--- config.mk ---
export PLATFORM = sky130hd
export DESIGN_NAME = scan_disk_scheduler_top
export DESIGN_NICKNAME = d
export VERILOG_FILES = /design/src/rtl/sds_pkg.sv /design/src/rtl/sds_ram.sv /design/src/rtl/scan_disk_scheduler_top.sv
export SDC_FILE = /design/constraint.sdc
export NUM_CORES = 1
export LEC_CHECK = 0
export BUFFER_PORTS_ARGS = -buffer_cell sky130_fd_sc_hd__buf_4
export CAP_MARGIN = 25
export CORE_MARGIN = 4
export CORE_UTILIZATION = 53
export CTS_BUF_LIST = sky130_fd_sc_hd__clkbuf_4 sky130_fd_sc_hd__clkbuf_8
export DETAILED_ROUTE_END_ITERATION = 16
export GPL_TIMING_DRIVEN = 0
export HOLD_SLACK_MARGIN = 0.1
export PLACE_DENSITY_LB_ADDON = 0.05
export SYNTH_ARGS = -nofsm -noshare
export SYNTH_HDL_FRONTEND = slang
export SYNTH_SLANG_ARGS = --single-unit
--- constraint.sdc ---
create_clock -name clk -period 7.6 [get_ports clk]
set_input_delay 0.38 -clock clk [delete_from_list [all_inputs] [get_ports clk]]
set_output_delay 0.38 -clock clk [all_outputs]
set_load 0.02 [all_outputs]
--- src/rtl/sds_pkg.sv ---
// Shared constants for the SCAN disk scheduler: default sizes and
// configuration register indexes. No dependencies.
`timescale 1ns / 1ps

package sds_pkg;

	// Default sizes handed to the top level parameters
	localparam int MAX_REQUESTS_DEF  = 32;
	localparam int CYLINDER_BITS_DEF = 16;

	// Configuration register indexes
	localparam int CFG_INDEX_BITS = 2;
	localparam logic [CFG_INDEX_BITS-1:0] REG_DISK_SIZE  = 2'd0;
	localparam logic [CFG_INDEX_BITS-1:0] REG_START_HEAD = 2'd1;
	localparam logic [CFG_INDEX_BITS-1:0] REG_SWEEP_UP   = 2'd2;

endpackage

--- src/rtl/sds_ram.sv ---
// Generic single-port-write, single-port-read RAM with registered read data.
// No dependencies.
`timescale 1ns / 1ps

module sds_ram #(
	parameter int WIDTH = 16,
	parameter int DEPTH = 32
) (
	input  logic                     clk,
	input  logic                     we,
	input  logic [$clog2(DEPTH)-1:0] waddr,
	input  logic [WIDTH-1:0]         wdata,
	input  logic                     re,
	input  logic [$clog2(DEPTH)-1:0] raddr,
	output logic [WIDTH-1:0]         rdata
);

	logic [WIDTH-1:0] mem_q [DEPTH];

	// write port and registered read port; read data holds when re is low
	always_ff @(posedge clk) begin
		if (we) begin
			mem_q[waddr] <= wdata;
		end
		if (re) begin
			rdata <= mem_q[raddr];
		end
	end

endmodule

--- src/rtl/scan_disk_scheduler_top.sv ---
// SCAN (elevator) disk scheduler top level.
// Depends on sds_pkg and sds_ram.
`timescale 1ns / 1ps

// The block takes one job of cylinder requests, one word per cycle, and
// keeps up to MAX_REQUESTS of them in a request RAM (more are dropped; the
// last marker still starts the job). When the word with last_request
// arrives, the block stops taking input, sorts the RAM in place with an
// insertion sort through its single read port, finds the first request above
// start_head, and then walks the SCAN order: one result word per request plus
// one for the disk edge, each with the saturating running head movement.
// The sort reads and shifts the entries one at a time through the request
// RAM's single read port, the split search reads the sorted entries in order
// until one lies above start_head, and each result waits while the output
// word register is full and out_ready is low. Configuration (disk_size,
// start_head, sweep_up) is sampled while a job is scheduled and must only be
// written between jobs. The output word sits in its own register, so the next
// job starts loading while the final result waits to be taken.

module scan_disk_scheduler_top #(
	parameter int MAX_REQUESTS  = sds_pkg::MAX_REQUESTS_DEF,
	parameter int CYLINDER_BITS = sds_pkg::CYLINDER_BITS_DEF
) (
	input  logic                              clk,
	input  logic                              arst_n,
	// configuration write channel
	input  logic                              cfg_valid,
	output logic                              cfg_ready,
	input  logic [sds_pkg::CFG_INDEX_BITS-1:0] cfg_index,
	input  logic [CYLINDER_BITS:0]            cfg_data,
	// request channel
	input  logic                              in_valid,
	output logic                              in_ready,
	input  logic [CYLINDER_BITS-1:0]          cylinder,
	input  logic                              last_request,
	// result channel
	output logic                              out_valid,
	input  logic                              out_ready,
	output logic [CYLINDER_BITS-1:0]          position,
	output logic [CYLINDER_BITS:0]            total_moved,
	output logic                              at_edge,
	output logic                              last_result
);

	localparam int CB    = CYLINDER_BITS;
	localparam int CNT_W = $clog2(MAX_REQUESTS + 1);
	localparam int IDX_W = $clog2(MAX_REQUESTS);
	localparam logic [CNT_W-1:0] CNT_MAX = CNT_W'(MAX_REQUESTS);
	localparam logic [CB:0]      SIZE_FULL = (CB+1)'(1) << CB;

	// sequencer codes
	localparam logic [3:0] ST_LOAD      = 4'd0;
	localparam logic [3:0] ST_SORT_I    = 4'd1;
	localparam logic [3:0] ST_SORT_V    = 4'd2;
	localparam logic [3:0] ST_SORT_CMP  = 4'd3;
	localparam logic [3:0] ST_SORT_PUT  = 4'd4;
	localparam logic [3:0] ST_SPLIT_RD  = 4'd5;
	localparam logic [3:0] ST_SPLIT_CMP = 4'd6;
	localparam logic [3:0] ST_RUN_FETCH = 4'd7;
	localparam logic [3:0] ST_RUN_VISIT = 4'd8;

	logic [3:0]       state_q;
	logic [CNT_W-1:0] count_q;
	logic [CNT_W-1:0] i_q;
	logic [IDX_W-1:0] j_q;
	logic [CB-1:0]    v_q;
	logic [CNT_W-1:0] split_q;
	logic [CNT_W-1:0] p_q;
	logic             leg_q;
	logic             edge_sel_q;
	logic             last_sel_q;
	logic [CB-1:0]    head_q;
	logic [CB:0]      total_q;

	logic [CB:0]      disk_size_q;
	logic [CB-1:0]    start_head_q;
	logic             sweep_up_q;

	logic             out_valid_q;
	logic [CB-1:0]    position_q;
	logic [CB:0]      total_moved_q;
	logic             at_edge_q;
	logic             last_result_q;

	// RAM port
	logic             ram_we;
	logic [IDX_W-1:0] ram_waddr;
	logic [CB-1:0]    ram_wdata;
	logic             ram_re;
	logic [IDX_W-1:0] ram_raddr;
	logic [CB-1:0]    ram_rdata;

	// walk and visit datapath
	logic             ascending;
	logic             leg_more;
	logic [CNT_W-1:0] fetch_idx;
	logic [CB:0]      size_m1;
	logic [CB-1:0]    top_pos;
	logic [CB-1:0]    edge_pos;
	logic [CB-1:0]    visit_pos;
	logic [CB-1:0]    step_dist;
	logic [CB+1:0]    sum;
	logic [CB:0]      total_next;
	logic             slot_free;
	logic             visit_go;

	assign cfg_ready = 1'b1;
	assign in_ready  = (state_q == ST_LOAD);

	assign out_valid   = out_valid_q;
	assign position    = position_q;
	assign total_moved = total_moved_q;
	assign at_edge     = at_edge_q;
	assign last_result = last_result_q;

	sds_ram #(
		.WIDTH(CB),
		.DEPTH(MAX_REQUESTS)
	) u_store (
		.clk  (clk),
		.we   (ram_we),
		.waddr(ram_waddr),
		.wdata(ram_wdata),
		.re   (ram_re),
		.raddr(ram_raddr),
		.rdata(ram_rdata)
	);

	// configuration registers
	always_ff @(posedge clk or negedge arst_n) begin
		if (!arst_n) begin
			disk_size_q  <= SIZE_FULL;
			start_head_q <= '0;
			sweep_up_q   <= 1'b1;
		end else if (cfg_valid) begin
			unique case (cfg_index)
				sds_pkg::REG_DISK_SIZE:  disk_size_q  <= cfg_data;
				sds_pkg::REG_START_HEAD: start_head_q <= cfg_data[CB-1:0];
				sds_pkg::REG_SWEEP_UP:   sweep_up_q   <= cfg_data[0];
				default: ;
			endcase
		end
	end

	// leg direction: first leg follows sweep_up, second leg runs the other way
	assign ascending = leg_q ? ~sweep_up_q : sweep_up_q;
	assign leg_more  = ascending ? (p_q < count_q) : (p_q != '0);
	assign fetch_idx = ascending ? p_q : p_q - CNT_W'(1);

	// disk edge with zero and oversize clamping
	assign size_m1 = disk_size_q - (CB+1)'(1);
	always_comb begin
		if (disk_size_q == '0) begin
			top_pos = '0;
		end else if (disk_size_q > SIZE_FULL) begin
			top_pos = '1;
		end else begin
			top_pos = size_m1[CB-1:0];
		end
	end
	assign edge_pos = sweep_up_q ? top_pos : '0;

	// shared visit unit: absolute distance and saturating accumulate
	assign visit_pos  = edge_sel_q ? edge_pos : ram_rdata;
	assign step_dist  = (head_q > visit_pos) ? head_q - visit_pos : visit_pos - head_q;
	assign sum        = {1'b0, total_q} + (CB+2)'(step_dist);
	assign total_next = sum[CB+1] ? '1 : sum[CB:0];

	assign slot_free = ~out_valid_q | out_ready;
	assign visit_go  = (state_q == ST_RUN_VISIT) && slot_free;

	// RAM control
	always_comb begin
		ram_we    = 1'b0;
		ram_waddr = count_q[IDX_W-1:0];
		ram_wdata = cylinder;
		ram_re    = 1'b0;
		ram_raddr = fetch_idx[IDX_W-1:0];
		unique case (state_q)
			ST_LOAD: begin
				ram_we = in_valid && (count_q < CNT_MAX);
			end
			ST_SORT_I: begin
				ram_re    = (i_q < count_q);
				ram_raddr = i_q[IDX_W-1:0];
			end
			ST_SORT_V: begin
				ram_re    = 1'b1;
				ram_raddr = j_q - IDX_W'(1);
			end
			ST_SORT_CMP: begin
				ram_we    = 1'b1;
				ram_waddr = j_q;
				if (ram_rdata > v_q) begin
					ram_wdata = ram_rdata;
					ram_re    = (j_q != IDX_W'(1));
					ram_raddr = j_q - IDX_W'(2);
				end else begin
					ram_wdata = v_q;
				end
			end
			ST_SORT_PUT: begin
				ram_we    = 1'b1;
				ram_waddr = j_q;
				ram_wdata = v_q;
			end
			ST_SPLIT_RD: begin
				ram_re    = (p_q < count_q);
				ram_raddr = p_q[IDX_W-1:0];
			end
			ST_RUN_FETCH: begin
				ram_re = leg_more;
			end
			default: ;
		endcase
	end

	// sequencer: load, sort, split search, SCAN walk
	always_ff @(posedge clk or negedge arst_n) begin
		if (!arst_n) begin
			state_q    <= ST_LOAD;
			count_q    <= '0;
			i_q        <= '0;
			j_q        <= '0;
			v_q        <= '0;
			split_q    <= '0;
			p_q        <= '0;
			leg_q      <= 1'b0;
			edge_sel_q <= 1'b0;
			last_sel_q <= 1'b0;
			head_q     <= '0;
			total_q    <= '0;
		end else begin
			unique case (state_q)
				ST_LOAD: begin
					if (in_valid) begin
						if (count_q < CNT_MAX) begin
							count_q <= count_q + CNT_W'(1);
						end
						if (last_request) begin
							i_q     <= CNT_W'(1);
							state_q <= ST_SORT_I;
						end
					end
				end
				ST_SORT_I: begin
					if (i_q < count_q) begin
						j_q     <= i_q[IDX_W-1:0];
						state_q <= ST_SORT_V;
					end else begin
						p_q     <= '0;
						head_q  <= start_head_q;
						total_q <= '0;
						state_q <= ST_SPLIT_RD;
					end
				end
				ST_SORT_V: begin
					v_q     <= ram_rdata;
					state_q <= ST_SORT_CMP;
				end
				ST_SORT_CMP: begin
					if (ram_rdata > v_q) begin
						j_q <= j_q - IDX_W'(1);
						if (j_q == IDX_W'(1)) begin
							state_q <= ST_SORT_PUT;
						end
					end else begin
						i_q     <= i_q + CNT_W'(1);
						state_q <= ST_SORT_I;
					end
				end
				ST_SORT_PUT: begin
					i_q     <= i_q + CNT_W'(1);
					state_q <= ST_SORT_I;
				end
				ST_SPLIT_RD: begin
					if (p_q < count_q) begin
						state_q <= ST_SPLIT_CMP;
					end else begin
						split_q <= count_q;
						leg_q   <= 1'b0;
						state_q <= ST_RUN_FETCH;
					end
				end
				ST_SPLIT_CMP: begin
					if (head_q < ram_rdata) begin
						split_q <= p_q;
						leg_q   <= 1'b0;
						state_q <= ST_RUN_FETCH;
					end else begin
						p_q     <= p_q + CNT_W'(1);
						state_q <= ST_SPLIT_RD;
					end
				end
				ST_RUN_FETCH: begin
					if (leg_more) begin
						edge_sel_q <= 1'b0;
						p_q        <= ascending ? p_q + CNT_W'(1) : p_q - CNT_W'(1);
						last_sel_q <= leg_q && (ascending ? (p_q + CNT_W'(1) == count_q)
						                                  : (p_q == CNT_W'(1)));
					end else begin
						// first leg done: visit the edge, second leg starts at split
						edge_sel_q <= 1'b1;
						leg_q      <= 1'b1;
						p_q        <= split_q;
						last_sel_q <= sweep_up_q ? (split_q == '0) : (split_q == count_q);
					end
					state_q <= ST_RUN_VISIT;
				end
				ST_RUN_VISIT: begin
					if (slot_free) begin
						head_q  <= visit_pos;
						total_q <= total_next;
						if (last_sel_q) begin
							count_q <= '0;
							state_q <= ST_LOAD;
						end else begin
							state_q <= ST_RUN_FETCH;
						end
					end
				end
				default: begin
					state_q <= ST_LOAD;
				end
			endcase
		end
	end

	// output word register
	always_ff @(posedge clk or negedge arst_n) begin
		if (!arst_n) begin
			out_valid_q <= 1'b0;
		end else if (visit_go) begin
			out_valid_q <= 1'b1;
		end else if (out_ready) begin
			out_valid_q <= 1'b0;
		end
	end

	always_ff @(posedge clk) begin
		if (visit_go) begin
			position_q    <= visit_pos;
			total_moved_q <= total_next;
			at_edge_q     <= edge_sel_q;
			last_result_q <= last_sel_q;
		end
	end

endmodule

# Yosys cells after proc, flatten, opt, wreduce, memory -nomap -nowiden
# Memories as Yosys holds them, arrays and structs flattened. A register that Yosys moved wholly into a read port is not among the register bits.
# Index checks and enable logic that the tools add are counted.
# word_totals
out_inout_bits,38
mem_count,1
ff_bits,155
inputBits,41
word_cells,163
mem_bits_rw,512
# mem_list
memory,words,word_bits,read_ports,rd_clocked_by_memory_dff,write_ports,line_no,rtl
u_store.mem_q,32,16,1,1,1,sds_ram.sv:18,logic [WIDTH-1:0] mem_q [DEPTH];
# op_classes
n_mux,65
addsub,10
order_cmp,7
eq_ne,29
bitwise_logic,3
reduce_logical,28
# ops
cell,count
$mux 16,8
$mux 6,13
$pmux 16 s2,2
$mux 17,3
$pmux 4 s9,1
$pmux 6 s3,2
$pmux 17 s2,1
$gt 16x16->1,2
$sub 16x16->16,2
$mux 5,5
$pmux 6 s2,2
$ne 2x2->1 const B,11
$mux 4,5
$pmux 5 s4,1
$add 17x16->18,1
$add 6x1->6 const B,3
$gt 17x17->1 const B,1
$logic_not 17->1,1
$eq 4x3->1 const B,4
$lt 16x16->1,1
$sub 16x1->16 const B,1
$mux 1,15
$eq 6x6->1,2
$lt 6x6->1,2
34 further kinds,53

# Logic depth before layout (Yosys ltp)
# Gate-level depths: netlist (run 1).
# depth
depth_word,11
depth_mapped,30
ltp_nobuf,29

# By module
# From an unflattened synthesis (run 1), not the netlist that was laid out.
# hier_totals
cells_unflattened,2427
hier_area_um2,31978.2
# modules_own_cells
module,seq_area_each_um2,n_inst,cells_per_inst,area_each_um2
sds_ram,15855.2,1,1143,20694.8
scan_disk_scheduler_top,4056.4,1,1284,11283.3

# Worst setup path before layout (run 1)
# Ideal clock, no wire load.
# synth_timing
path_kind,flip-flop to flip-flop
startpoint,register disk_size_q[5]
endpoint,register total_q[10]
slack_ns,0.513
arrival_ns,6.963
path_buffers,3
stages_incl_launch_ff,30
required_ns,7.476
path_cell_list,dfrtp_1 > or4_4 > or4_4 > o31ai_2 > clkbuf_1 > a21oi_1 > a21oi_1 > inv_1 > fa_1 > nor2b_1 > o21ai_0 > a21oi_1 > o31ai_1 > o31ai_1 > a211oi_1 > o22ai_4 > buf_2 > mux2i_1 > ha_1 > a21o_1 > a21oi_1 > nor2b_1 > o21ai_0 > a211oi_1 > o31ai_1 > nor2_1 > o31ai_1 > clkbuf_1 > nand2_1 > a22o_1
# synth_between
elab_chain_len,11
word_cells_on_any_way,15
# synth_lines
item,line_no,rtl
start: declaration,scan_disk_scheduler_top.sv:75,logic [CB:0] disk_size_q;
start signal: assignment,scan_disk_scheduler_top.sv:137,sds_pkg::REG_DISK_SIZE: disk_size_q <= cfg_data;
$gt 17x17->1,scan_disk_scheduler_top.sv:155,end else if (disk_size_q > SIZE_FULL) begin
$mux 16,scan_disk_scheduler_top.sv:155,
$mux 16 *,scan_disk_scheduler_top.sv:153,if (disk_size_q == '0) begin
$mux 16 *,scan_disk_scheduler_top.sv:161,assign edge_pos = sweep_up_q ? top_pos : '0;
$mux 16 *,scan_disk_scheduler_top.sv:164,assign visit_pos = edge_sel_q ? edge_pos : ram_rdata;
named net visit_pos[1],scan_disk_scheduler_top.sv:100,logic [CB-1:0] visit_pos;
$sub 16x16->16 or $gt 16x16->1 (tied branches),scan_disk_scheduler_top.sv:165,assign step_dist = (head_q > visit_pos) ? head_q - visit_pos : visit_pos - head_q;
$mux 16 *,scan_disk_scheduler_top.sv:165,
$add 17x16->18 *,scan_disk_scheduler_top.sv:166,"assign sum = {1'b0, total_q} + (CB+2)'(step_dist);"
$mux 17 *,scan_disk_scheduler_top.sv:167,assign total_next = sum[CB+1] ? '1 : sum[CB:0];
named net total_next[10],scan_disk_scheduler_top.sv:103,logic [CB:0] total_next;
$mux 17 *,scan_disk_scheduler_top.sv:311,if (slot_free) begin
$pmux 17 s2 *,scan_disk_scheduler_top.sv:234,unique case (state_q)
end signal: assignment,scan_disk_scheduler_top.sv:313,total_q <= total_next;
end: declaration,scan_disk_scheduler_top.sv:73,logic [CB:0] total_q;
# Mark *: on every way through the listed nets, which the timed path passes. The rest lies on a longest branch. The select of a mux whose other input is x is not followed.
# A chain may end at the register's enable or synchronous reset.

# Worst setup path in the final report (run 1)
# layout_timing
startpoint,register disk_size_q[3]
endpoint,register total_q[11]
# layout_between
elab_chain_len,11
word_cells_on_any_way,15
# layout_lines
item,line_no
$sub 16x1->16 or $gt 17x17->1 (tied branches),"scan_disk_scheduler_top.sv:151, scan_disk_scheduler_top.sv:155"
$mux 16,scan_disk_scheduler_top.sv:155
$mux 16 *,scan_disk_scheduler_top.sv:153
$mux 16 *,scan_disk_scheduler_top.sv:161
$mux 16 *,scan_disk_scheduler_top.sv:164
$sub 16x16->16 or $gt 16x16->1 (tied branches),scan_disk_scheduler_top.sv:165
$mux 16 *,scan_disk_scheduler_top.sv:165
$add 17x16->18 *,scan_disk_scheduler_top.sv:166
$mux 17 *,scan_disk_scheduler_top.sv:167
named net total_next[11],scan_disk_scheduler_top.sv:103
$mux 17 *,scan_disk_scheduler_top.sv:311
$pmux 17 s2 *,scan_disk_scheduler_top.sv:234
# Marks and branches as above.

==> run summary, run 1 <==
R2r setup slk = 0.22 ns
Min-Delay Path Class = input pin to flop
Yosys cell types = 89
Clock root cell = clkbuf_8
CP most frequent cell = or2_2
H-tree depth = 3
Die extent in x = 255 um
Ys Warns = 0
Vias/cell = 5.93
Commonest cells post-synth = edfxtp_1 (563), nand2_1 (435), mux2i_1 (169), a21oi_1 (144), dfrtp_1 (118)
Most used standard cell by instance count after synthesis = edfxtp_1
Slowest cell on crit path = or4_4
Via count = 22500
Layout cell share with drive strength beyond 1 = 17.6%
Port Buffers = 77
Fin crit share = 97.1%
Synthesized area = 32500 sq um
Critical Path End Type = flop
FF-to-FF Start = disk_size_q[3]$_DFFE_PN0P_
Drt pass-1 iters = 8
GRT overflow = 0
Crit Path Max Fanout = 10
Sequential area share after synthesis = 61.3%
Final hold vios = 0
GPL Wtd Cong = 0.921
CP Launch Type = flop
Kind of critical path = flop to flop
Number of remaining DRC errors = 0
Post-synth top area share = 52.1%
Full die area = 65300 sq um
Ys async rst share = 17.6%
DIE HEIGHT = 255 um
Normalized max-slew margin = 4.82%
Hold Crit Depth = 3
Setup WS pre-CTS = -1.58 ns
Initial antenna violation count = 3
Outcome = complete, no violations
Synth Flop Type = edfxtp_1
Num CTS Buffers = 113
Setup Viol. Count Final = 0
Synthesized instance count = 2656
Final WL = 93600 um
Clock Skew = 0.0522 ns
Max-cap viol count = 0
Net count after synthesis = 2801
Skew-Pair Late Insertion Delay = 0.75 ns
Largest area contributor in the netlist = edfxtp_1
IO Count = 79
Initial Utilization = 53.7%
Row count = 90
CP required = 8.18 ns
First-pass GRT wire length = 139000 um
Total track usage = 28.0%
Maximum clock path buffer count = 3
Final setup margin = 0.223 ns
Max Freq = 136 MHz
Slew Limit Fails = 0
Hold path startpoint = cylinder[15]
Final nets = 3075
Worst reg2reg path depth = 28
Final worst path period need = 7.38 ns
EDFF count, synth = 563
Reg2reg end = total_q[11]$_DFFE_PN0P_
CORE AREA = 60500 sq um
WL per Instance = 24.6 um
Initial DRC Count = 2057
Final ANT Viol Nets = 0
CP peak stage delay = 0.57 ns
Ranking of synthesized cells by area = edfxtp_1 (52%), dfrtp_1 (9.1%), mux2i_1 (5.2%)
Synth Register Bits = 683
Clk pin slew, worst setup/hold paths = 0.06 ns
Hold EP = u_store.mem_q[23][15]$_DFFE_PP_
Pin count of the biggest net entering global routing = 93
Worst EP arrival = 7.96 ns
CTS tree = done
Mean post-synth cell area = 12.2 sq um
Placed wire-length estimate = 66100 um
Area growth syn-to-layout = 15.9%
Slew @ Worst Pin = 1.43 ns
Vias in the first global route = 22400
Clk sinks = 683
==> cells by family after synthesis <==
group / count (synthesis) / synth area share [%]
and+or+nand+nor: 823 / 11.9
DFF: 683 / 61.3
AOI/OAI and AO/OA: 501 / 10.3
buffers and inverters: 254 / 3.46
muxes: 225 / 7.15
adders and majority gates: 104 / 4.08
xor gates and xnor gates: 65 / 1.78
other: 1 / 0.0116
==> flip-flops by register name (all words and copies together), names as in the netlist, 5 cells and up <==
register and cells:
u_store.mem_q 512, disk_size_q 17, total_moved 17, total_q 17, head_q 16, position 16
start_head_q 16, u_store.rdata 16, v_q 16, count_q 6, i_q 6, p_q 6
split_q 6, j_q 5
==> critical path, delay by kind of cell, from the launching register on <==
family | cells | cell delay (ns)
AO/OA/AOI/OAI | 10 | 1.96
XOR/XNOR | 2 | 0.31
buffers and inverters | 3 | 0.57
adder cells (fa/ha/maj) | 2 | 0.78
flip-flops | 1 | 0.42
AND/OR/NAND/NOR | 11 | 3.18
==> repair_timing <==
item,CTS,global route
buffers inserted,3,11
hold buffers,26,0
resized for setup,23,15
endpoints found under the hold margin,156,0
setup endpoints to repair,34,34
pin swaps,2,5
==> metrics by stage <==
step	utilization, %	TNS (ns)	instance area [sq um]	std cells	hold slack (ns)
final	62.2	0	37600	3798	0.207
after global routing	62.2	-0.165	37600	3798	0.166
after CTS	61.9	0	37400	3784	0.167
after detailed placement	57.4	-44.01	34700	3556	0.288
after global placement	56.3	-38.81	34000	3515	0.485
after floorplan	-	0	32500	2656	0.0844
==> final cells by class <==
cell class              instances  area (sq um)
clock inverters                46           407
well taps                     782           978
fillers                      4768         22800
multi-input cells            1719         11600
diodes                          1          2.50
inverters                     114           428
plain buffers                 138           704
flip-flops and latches        683         19900
clock buffers                 154          1900
repair buffers                161          1670
==> per-layer routing <==
layer	vias to the layer above	wire, um	part of all wire (%)	GRT usage [%]
met2	812	45400	49	47.5
met3	208	5730	6.1	4.65
met5	-	13	0.014	0
li1	10300	-	-	-
met4	2	4260	4.6	11.4
met1	11200	38200	41	36.2
==> how the worst max path moves through the flow <==
stage / from / end / slack [ns] / cells after the start
global placement: disk_size_q[5]$_DFFE_PN0P_ / total_q[15]$_DFFE_PN0P_ / -1.45 / 29
global route: disk_size_q[3]$_DFFE_PN0P_ / total_q[16]$_DFFE_PN0P_ / -0.04 / 30
detailed placement: disk_size_q[8]$_DFFE_PN0P_ / total_q[15]$_DFFE_PN0P_ / -1.58 / 29
floorplan: disk_size_q[5]$_DFFE_PN0P_ / total_q[10]$_DFFE_PN0P_ / 0.51 / 29
finish: disk_size_q[3]$_DFFE_PN0P_ / total_q[11]$_DFFE_PN0P_ / 0.22 / 28
CTS: disk_size_q[5]$_DFFE_PN0P_ / total_q[15]$_DFFE_PN0P_ / 0.0004 / 28
==> cells in the final DEF (no fill, tap or decap), types with 93 or more instances in the layout <==
cell,n
a21oi_1,133
buf_4,118
clkbuf_8,119
dfrtp_1,118
edfxtp_1,563
ha_1,100
inv_1,111
mux2i_1,168
nand2_1,435
nand3_1,93
o21ai_0,96
Power of run 1 is not shown: default switching activity piles up to over one toggle a cycle in this logic, so the estimate is an artifact.
==> run 2: changes to the inputs <==
- ABC_AREA: unset -> 1
==> run summary, run 2 <==
Clock Skew = 0.0287 ns (-0.0236 ns)
Full die area = 69000 sq um (+5.7%)
CP required = 8.22 ns (+0.04 ns)
Clk pin slew, worst setup/hold paths = 0.07 ns (about the same)
Crit Path Max Fanout = 10 (unchanged)
Largest area contributor in the netlist = edfxtp_1
Setup WS pre-CTS = 1.05 ns (+2.64 ns)
Initial DRC Count = 2658 (+29%)
Post-route insts no fill = 4849 (+28%)
Clock root cell = clkbuf_8
Synth Register Bits = 683 (unchanged)
Area growth syn-to-layout = 14.7%
Worst EP arrival = 7.28 ns (-0.68 ns)
Synthesized area = 34400 sq um (+5.9%)
Yosys cell types = 59 (-34%)
Fillcell total = 5456 (+14%)
Slowest cell on crit path = a22oi_1
Most frequent cells in the layout = nand2_1 (881), nand3_1 (605), edfxtp_1 (563), inv_1 (493), o21ai_0 (139)
Net count after synthesis = 3772 (+35%)
Commonest non-fill, non-tap cell in the layout = nand2_1
Initial Utilization = 53.4% (-0.28 points)
Port Buffers = 77 (unchanged)
Final worst path period need = 6.66 ns (-0.720 ns)
Die extent in x = 263 um (+2.8%)
Min-Delay Path Class = input pin to async pin
Ranking of synthesized cells by area = edfxtp_1 (49%), nand2_1 (9.6%), nand3_1 (8.8%)
RSZ-0062 raised after global routing = false
Hold_ws = 0.156 ns (-0.0509 ns)
WL per Instance = 21.5 um (-13%)
Final hold vios = 0 (unchanged)
Reg2reg end = total_q[9]$_DFFE_PN0P_
Placed wire-length estimate = 75000 um (+14%)
Row count = 93 (+3.3%)
Synthesized instance count = 3627 (+37%)
H-tree depth = 3 (unchanged)
Final nets = 4040 (+31%)
EDFF count, synth = 563 (unchanged)
Ys Warns = 0 (unchanged)
Max-cap viol count = 0 (unchanged)
Normalized max-slew margin = 32.5% (+28 points)
Postcts setup bufs = 0 (-3)
Fin crit share = 87.6% (-9.5 points)
CP peak stage delay = 0.62 ns (+0.05 ns)
Max Freq = 150 MHz (+11%)
Pin count of the biggest net entering global routing = 81 (-13%)
CP most frequent cell = nand2_1
Post-synth top area share = 49.2% (-2.9 points)
Setup Viol. Count Final = 0 (unchanged)
Drt pass-1 iters = 6 (-2)
Num CTS Buffers = 114 (+0.88%)
Maximum clock path buffer count = 3 (unchanged)
Final ANT Viol Nets = 0 (unchanged)
Post-CTS Resized = 0 (-100%)
Cell count after placement = 4604 (+29%)
Max reg flops = 512 (unchanged)
Final setup margin = 0.943 ns (+0.720 ns)
IO Count = 79 (unchanged)
Vias in the first global route = 26400 (+18%)
TNS Setup = 0 ns (unchanged)
Initial antenna violation count = 2 (-1)
Sequential area share after synthesis = 57.9% (-3.4 points)
CORE AREA = 64300 sq um (+6.4%)
R2r setup slk = 0.94 ns (+0.72 ns)
Mean post-synth cell area = 9.47 sq um (-22%)
Layout cell share with drive strength beyond 1 = 12.1% (-5.5 points)
Cts hold-fix bufs = 27 (+3.8%)
CTS tree = done
Critical Path End Type = flop
Synth Flop Type = edfxtp_1
Most used standard cell by instance count after synthesis = nand2_1
Via count = 27000 (+20%)
DIE HEIGHT = 263 um (+2.8%)
Skew-Pair Late Insertion Delay = 0.75 ns (about the same)
Kind of critical path = flop to flop
Total track usage = 29.6% (+1.6 points)
Vias/cell = 5.57 (-6.1%)
Slew @ Worst Pin = 1.01 ns (-0.416 ns)
GRT overflow = 0 (unchanged)
Outcome = complete, no violations
FF-to-FF Start = disk_size_q[0]$_DFFE_PN0P_
Slew Limit Fails = 0 (unchanged)
Clk sinks = 683 (unchanged)
CP Launch Type = flop
Final WL = 104000 um (+11%)
GPL Wtd Cong = 0.955 (+3.7%)
Commonest cells post-synth = nand2_1 (881), nand3_1 (605), edfxtp_1 (563), inv_1 (493), nor2_1 (159)
Top reg by flops = u_store.mem_q
Worst reg2reg path depth = 31 (+11%)
Ys async rst share = 17.6% (unchanged)
First-pass GRT wire length = 157000 um (+13%)
Number of remaining DRC errors = 0 (unchanged)
-- run 2: changes by cell type after synthesis, moves of 41 or more --
cell      previous run  this run
a21oi_1            144        91
buf_2               24        78
inv_1              112       493
mux2_2              56         1
mux2i_1            169         0
nand2_1            435       881
nand3_1             93       605
nand3b_1             6        68
nor2_1             101       159
o21ai_0             98       139
-- run 2: per-stage QoR --
| stage | cell area, sq um | utilization (%) |
|---|---|---|
| floorplan | 34400 | - |
| global placement | 36000 | 56.0 |
| detailed placement | 36800 | 57.2 |
| CTS | 39400 | 61.2 |
| global route | 39400 | 61.2 |
| finish | 39400 | 61.2 |
-- run 2: layout make-up --
type / instances / area, sq um / area share, %
sequential: 683 / 19900 / 50.5
multi-input combinational: 2268 / 11700 / 29.8
inverter: 504 / 1890 / 4.80
clock buffer: 142 / 1790 / 4.53
timing repair buffer: 152 / 1540 / 3.92
tap: 855 / 1070 / 2.72
buffer: 172 / 943 / 2.39
clock inverter: 72 / 503 / 1.28
antenna: 1 / 2.50 / 0.00635
-- run 2: worst max-delay path by stage --
stage	depth (start not counted)	startpoint	to	slack, ns
floorplan	34	disk_size_q[0]$_DFFE_PN0P_	total_q[9]$_DFFE_PN0P_	2.44
global placement	31	disk_size_q[0]$_DFFE_PN0P_	total_q[9]$_DFFE_PN0P_	0.98
detailed placement	31	disk_size_q[0]$_DFFE_PN0P_	total_q[9]$_DFFE_PN0P_	1.05
CTS	31	disk_size_q[0]$_DFFE_PN0P_	total_q[9]$_DFFE_PN0P_	1.02
global route	34	disk_size_q[0]$_DFFE_PN0P_	total_q[9]$_DFFE_PN0P_	0.18
finish	31	disk_size_q[0]$_DFFE_PN0P_	total_q[9]$_DFFE_PN0P_	0.94
-- run 2: cell families after synthesis --
family / share of synthesized area [%]
other cells: 0.0109
flops: 57.9
buf+inv: 8.25
compound gates: 5.92
fa+ha+maj: 3.85
mux: 0.0328
simple gates: 22.8
xor+xnor: 1.17
-- run 2: critical path, delay by kind of cell, from the launching register on --
kind	cells	cell delay, ns
flops	1	0.42
fa+ha+maj	3	0.97
compound gates	9	2.44
buf+inv	7	1.43
simple gates	12	1.26
-- run 2: metal layers --
metal | track usage (%) | wire [um] | vias to the layer above
met1 | 38.4 | 42000 | 12900
met2 | 49.4 | 49600 | 1096
li1 | - | - | 12800
met4 | 12.6 | 4910 | 0
met3 | 5.37 | 7540 | 235
met5 | 0 | 0 | -
Power of run 2 is left out for the same reason.
